===== src/sv/online_linear_fit_time_align_macros.svh =====
// assertion macros for the time alignment block
// used by online_linear_fit_time_align.sv, expects clk and rst in scope
`ifndef ONLINE_LINEAR_FIT_TIME_ALIGN_MACROS_SVH
`define ONLINE_LINEAR_FIT_TIME_ALIGN_MACROS_SVH
`ifndef NO_ASSERTIONS
`define OLFTA_ASSERT_ALWAYS(lbl, cond) \
  lbl: assert property (@(posedge clk) disable iff (rst) (cond)) \
    else $error("olfta check failed");
`define OLFTA_ASSERT_IMPLY(lbl, ante, cons) \
  lbl: assert property (@(posedge clk) disable iff (rst) (ante) |-> (cons)) \
    else $error("olfta check failed");
`define OLFTA_ASSERT_NEXT(lbl, ante, cons) \
  lbl: assert property (@(posedge clk) disable iff (rst) (ante) |=> (cons)) \
    else $error("olfta check failed");
`else
`define OLFTA_ASSERT_ALWAYS(lbl, cond)
`define OLFTA_ASSERT_IMPLY(lbl, ante, cons)
`define OLFTA_ASSERT_NEXT(lbl, ante, cons)
`endif
`endif


===== src/sv/olfta_pkg.sv =====
// shared types and constants for the time alignment block
// no dependencies
`timescale 1ns / 1ps
`default_nettype none
package olfta_pkg;

  localparam int TIME_BITS_DEF      = 32;
  localparam int TIME_FRAC_BITS_DEF = 16;
  localparam int COUNT_BITS_DEF     = 16;
  localparam int SLOPE_W            = 48;
  localparam int SLOPE_FRAC         = 32;
  localparam int R2_W               = 33;

  localparam logic [2:0] KIND_ADD    = 3'd0;
  localparam logic [2:0] KIND_N2B    = 3'd1;
  localparam logic [2:0] KIND_B2N    = 3'd2;
  localparam logic [2:0] KIND_JITTER = 3'd3;
  localparam logic [2:0] KIND_CLEAR  = 3'd4;

  typedef struct packed {
    logic busy;
    logic done;
  } unit_stat_t;

  typedef enum logic [4:0] {
    S_IDLE,
    S_DISPATCH,
    S_MXX,
    S_MYY,
    S_MXY,
    S_DXX_A,
    S_DXX_B,
    S_DYY_A,
    S_DYY_B,
    S_DXY_A,
    S_DXY_B,
    S_FLAT_DIV,
    S_SLOPE_DIV,
    S_INT_A,
    S_INT_B,
    S_INT_DEN,
    S_INT_DIV,
    S_R2_A,
    S_R2_DEN,
    S_R2_DIV,
    S_LINE_MUL,
    S_LINE_DIV,
    S_INV_DIV,
    S_DONE
  } state_t;

endpackage
`default_nettype wire


===== src/sv/olfta_mul.sv =====
// bit-serial shift-add multiplier, product modulo 2^W
// depends on olfta_pkg
`timescale 1ns / 1ps
`default_nettype none
module olfta_mul #(
  parameter int W = 228
) (
  input  wire logic                clk,
  input  wire logic                rst,
  input  wire logic                start,
  input  wire logic signed [W-1:0] a,
  input  wire logic signed [W-1:0] b,
  output logic signed [W-1:0]      product,
  output olfta_pkg::unit_stat_t    stat
);

  logic [W-1:0] acc;
  logic [W-1:0] mc;
  logic [W-1:0] mp;
  logic         busy;
  logic         done;

  always_ff @(posedge clk) begin
    if (rst) begin
      busy <= 1'b0;
      done <= 1'b0;
    end else begin
      done <= busy && (mp == '0);
      if (start) begin
        busy <= 1'b1;
      end else if (busy && (mp == '0)) begin
        busy <= 1'b0;
      end
    end
  end

  // one multiplier bit per cycle, stops once the remaining bits are zero
  always_ff @(posedge clk) begin
    if (start) begin
      acc <= '0;
      mc  <= a;
      mp  <= b;
    end else if (busy && (mp != '0)) begin
      if (mp[0]) begin
        acc <= acc + mc;
      end
      mc <= {mc[W-2:0], 1'b0};
      mp <= {1'b0, mp[W-1:1]};
    end
  end

  assign product   = acc;
  assign stat.busy = busy;
  assign stat.done = done;

endmodule
`default_nettype wire


===== config.mk =====
export PLATFORM = sky130hd
export DESIGN_NAME = olfta_mul
export DESIGN_NICKNAME = d
export VERILOG_FILES = /design/src/sv/online_linear_fit_time_align_macros.svh /design/src/sv/olfta_pkg.sv /design/src/sv/olfta_mul.sv
export SDC_FILE = /design/constraint.sdc
export NUM_CORES = 2
export LEC_CHECK = 0
export BUFFER_PORTS_ARGS = -buffer_cell sky130_fd_sc_hd__buf_2
export CORE_MARGIN = 1.5
export CORE_UTILIZATION = 55
export DETAILED_ROUTE_END_ITERATION = 10
export HOLD_SLACK_MARGIN = 0.1
export PLACE_DENSITY = 0.78
export SYNTH_ARGS = -nofsm -noshare
export SYNTH_HDL_FRONTEND = slang
export SYNTH_SLANG_ARGS = --single-unit

===== constraint.sdc =====
create_clock -name clk -period 15.1 [get_ports clk]
set_input_delay 0.755 -clock clk [delete_from_list [all_inputs] [get_ports clk]]
set_output_delay 0.755 -clock clk [all_outputs]
set_load 0.05 [all_outputs]

==> reports/metrics.yaml <==
sta:
  setup_tns_ns: 0
  maxSlewHeadroom_pct: 16.5
  worst_slew_pin_slew_ns: 1.22
  finalClockSkew_ns: 0.0367
  hold_viol: 0
  min_period_over_period_pct: 37.1
  period_minus_slack_ns: 5.60
  rsz0062_at_grt: "false"
  finalSetupViolations: 0
  setup_ws_ns: 9.50
  fmax_mhz: 178
  drv_slew: 0
floorplan:
  die_area_sq_um: 80800
  core_region_area_sq_um: 77800
  fp-row-count: 102
  die_h_um: 284
  initial_utilization_pct: 55.9
  ios: 689
  die_w_um: 284
power:
  comb_power_share_pct: 27.4
  vdd_drop_max_mv: 0.148
  p_seq_share_pct: 39.9
  leakage_uw: 0.0203
  switching_share_pct: 34.6
  p_clk_share_pct: 32.7
  power.density_nw_per_um2: 119
  switchingPower_uw: 2060
  internal-power_uw: 3890
synthesis:
  yosys-top-cells-area: "edfxtp_1 (31%), mux2_2 (12%), dfxtp_1 (11%)"
  syn-num-nets: 5291
  yosys.area.top_type: "edfxtp_1"
  avgSynthCellArea_sq_um: 9.45
  netlist.area_leader.share_pct: 31.5
  synth.distinct_cells: 89
  async_reset_ff_share_pct: 0
  synthAdderAreaFrac_pct: 6.57
  synth_compound_area_share_pct: 17.7
  synth_top_family_by_area: "compound AO/OA/AOI/OAI gates"
  synth_edf_count: 456
  syn_area_sq_um: 43500
  synth-simple-area-share_pct: 14.9
  synth_seq_cells: 686
  synth_warnings: 0
  ys_seq_area_share_pct: 42.1
  ys.flop_type: "edfxtp_1"
  synth_mux_area_share_pct: 11.8
  synth_cells: 4604
  synth-xor-area-share_pct: 4.19
routing:
  drc: 0
  ant_nets: 0
  viasPerCell: 6.25
  wl_um: 153000
  drt-initial-drc-count: 3744
  num_vias: 39200
  first_pass_iters: 7
  wl_per_cell_um: 24.4
final_layout:
  final_cells: 6269
  final_common_cell: "buf_2"
  finalNetCount: 5834
  final_cell_mix: "buf_2 (687), nand2_1 (678), a21oi_1 (586), edfxtp_1 (456), mux2_2 (454)"
  drive_above_1_share_pct: 25.6
  syn_to_final_growth_pct: 15.3
critical_path:
  required_ns: 15.68
  rr_startpoint: "mc[12]"
  r2r_slack_ns: 9.50
  worstPathArrival_ns: 6.18
  cp-start-kind: "flip-flop"
  timing.rr.end: "product[196]"
  crit_type: "reg2reg"
  end_kind: "flip-flop"
  crit_path_max_fanout: 8
  r2r_cells: 14
grt:
  use_met3_pct: 7.29
  grt_pass1_vias: 38300
  busiest_layer: "met2"
  globalRouteTotalUtil_pct: 36.5
  grt_overflow: 0
  grt_max_degree: 204
  antenna_found_initial: 36
  grt_use_met2_pct: 60.5
  grt_util_met1_pct: 44.3
  grt_pass1_wl_um: 228000
clock_tree:
  htreeDepth: 3
  clock_path_buffers: 3
  cts_resized: 0
  cts_buffers: 78
  worstSkewPairLatency_ns: 0.67
  holdBufCountCts: 0
  cts_tree: "yes"
  cts_setup_buffers: 0
  clockRootBuffer: "clkbuf_16"
  clk_pin_slew_ns: 0.06
  clock_sinks: 686
worst_hold_path:
  worstHoldStart: "rst"
  hold_class: "in2reg"
  hold_depth: 2
  min_to: "busy"
placed_design:
  preCtsSetupSlack_ns: 9.79
  portBuffers: 688
  post-dp-hpwl_um: 121000
  dp.cells: 6107
  place_congestion: 1.02
run_status:
  status: "completed"
flow_run:
  max_cap_violations: 0
cell type report:
| cell class | instances | area, sq um |
|---|---|---|
| flip-flops and latches | 686 | 18300 |
| clock inverters | 41 | 475 |
| multi-input cells | 3602 | 24000 |
| diodes | 19 | 47.5 |
| fillers | 6464 | 27700 |
| repair buffers | 707 | 3630 |
| clock buffers | 102 | 2130 |
| inverters | 72 | 270 |
| well taps | 1040 | 1300 |
registers in the layout, indices dropped and copies added (netlist names):
register	cells
mc	228
mp	228
product	228
busy	1
done	1
worst max-delay path by stage:
stage / from / endpoint / slack (ns) / cells after the start
5_1_grt: mc[12] / product[220] / 9.44 / 15
4_1_cts: mc[12] / product[220] / 9.73 / 15
6_report: mc[12] / product[196] / 9.50 / 14
2_1_floorplan: start / mc[0] / 2.88 / 5
3_3_place_gp: mc[12] / product[220] / 9.80 / 15
3_5_place_dp: mc[13] / product[216] / 9.79 / 15
synth_stat cells (19+ instances only):
master    number
nand4_1      131
a211oi_1      30
a31oi_1       29
a21o_1        97
nor3_1        69
nor2_1       276
o21a_1        35
dfxtp_1      230
o31ai_1       22
buf_2         27
inv_1         72
a21oi_1      586
xor2_1        81
ha_1         227
mux2_2       454
nand2_1      679
o21bai_1      82
xnor2_1      127
clkbuf_1     203
edfxtp_1     456
nand3_1       52
o21ai_0      258
a21boi_0      19
nor4_1        88
through the flow:
step                instance area, sq um  utilization [%]  hold slack, ns  power [uW]
finish                             50200             64.4           0.285        5950
global route                       50100             64.4           0.273        6170
CTS                                50100             64.4           0.261        5940
detailed placement                 47500             61.0           0.463        4000
global placement                   47500             61.0           0.454        3990
floorplan                          43500                -           0.482        3550
layer usage:
metal	share of wire, %	vias to the layer above	wire length, um
met5	0.18	-	274
met4	6.7	40	10200
met3	8.3	426	12700
met2	47	1761	71600
met1	38	18800	58200
li1	-	18200	-
critical path, stage by stage, from the launching register on:
cell and delay [ns]:
edfxtp_1 0.40, ha_1 0.47, nand4_1 0.17, or2_2 0.32
a211oi_1 0.41, o2111ai_1 0.27, a311oi_1 0.86, o211ai_1 0.42
and2_1 0.33, o21ai_0 0.30, a21oi_1 0.26, o31ai_1 0.73
a221oi_1 0.19, xor2_1 0.19, o21ai_0 0.18
logic make-up after synthesis:
group	count (synthesis)
flops	686
mux	455
simple gates	1423
compound gates	1288
xor+xnor	208
buf+inv	316
fa+ha+maj	228
power groups by stage:
stage                     registers [uW]  clock network [uW]  logic [uW]
after CTS                           2370                1960        1600
after floorplan                     2560                   0         985
final                               2370                1950        1630
after detailed placement            2410                   0        1600
after global placement              2400                   0        1590
after global routing                2390                2030        1750
No activity file was read; power rests on OpenSTA's default activity.
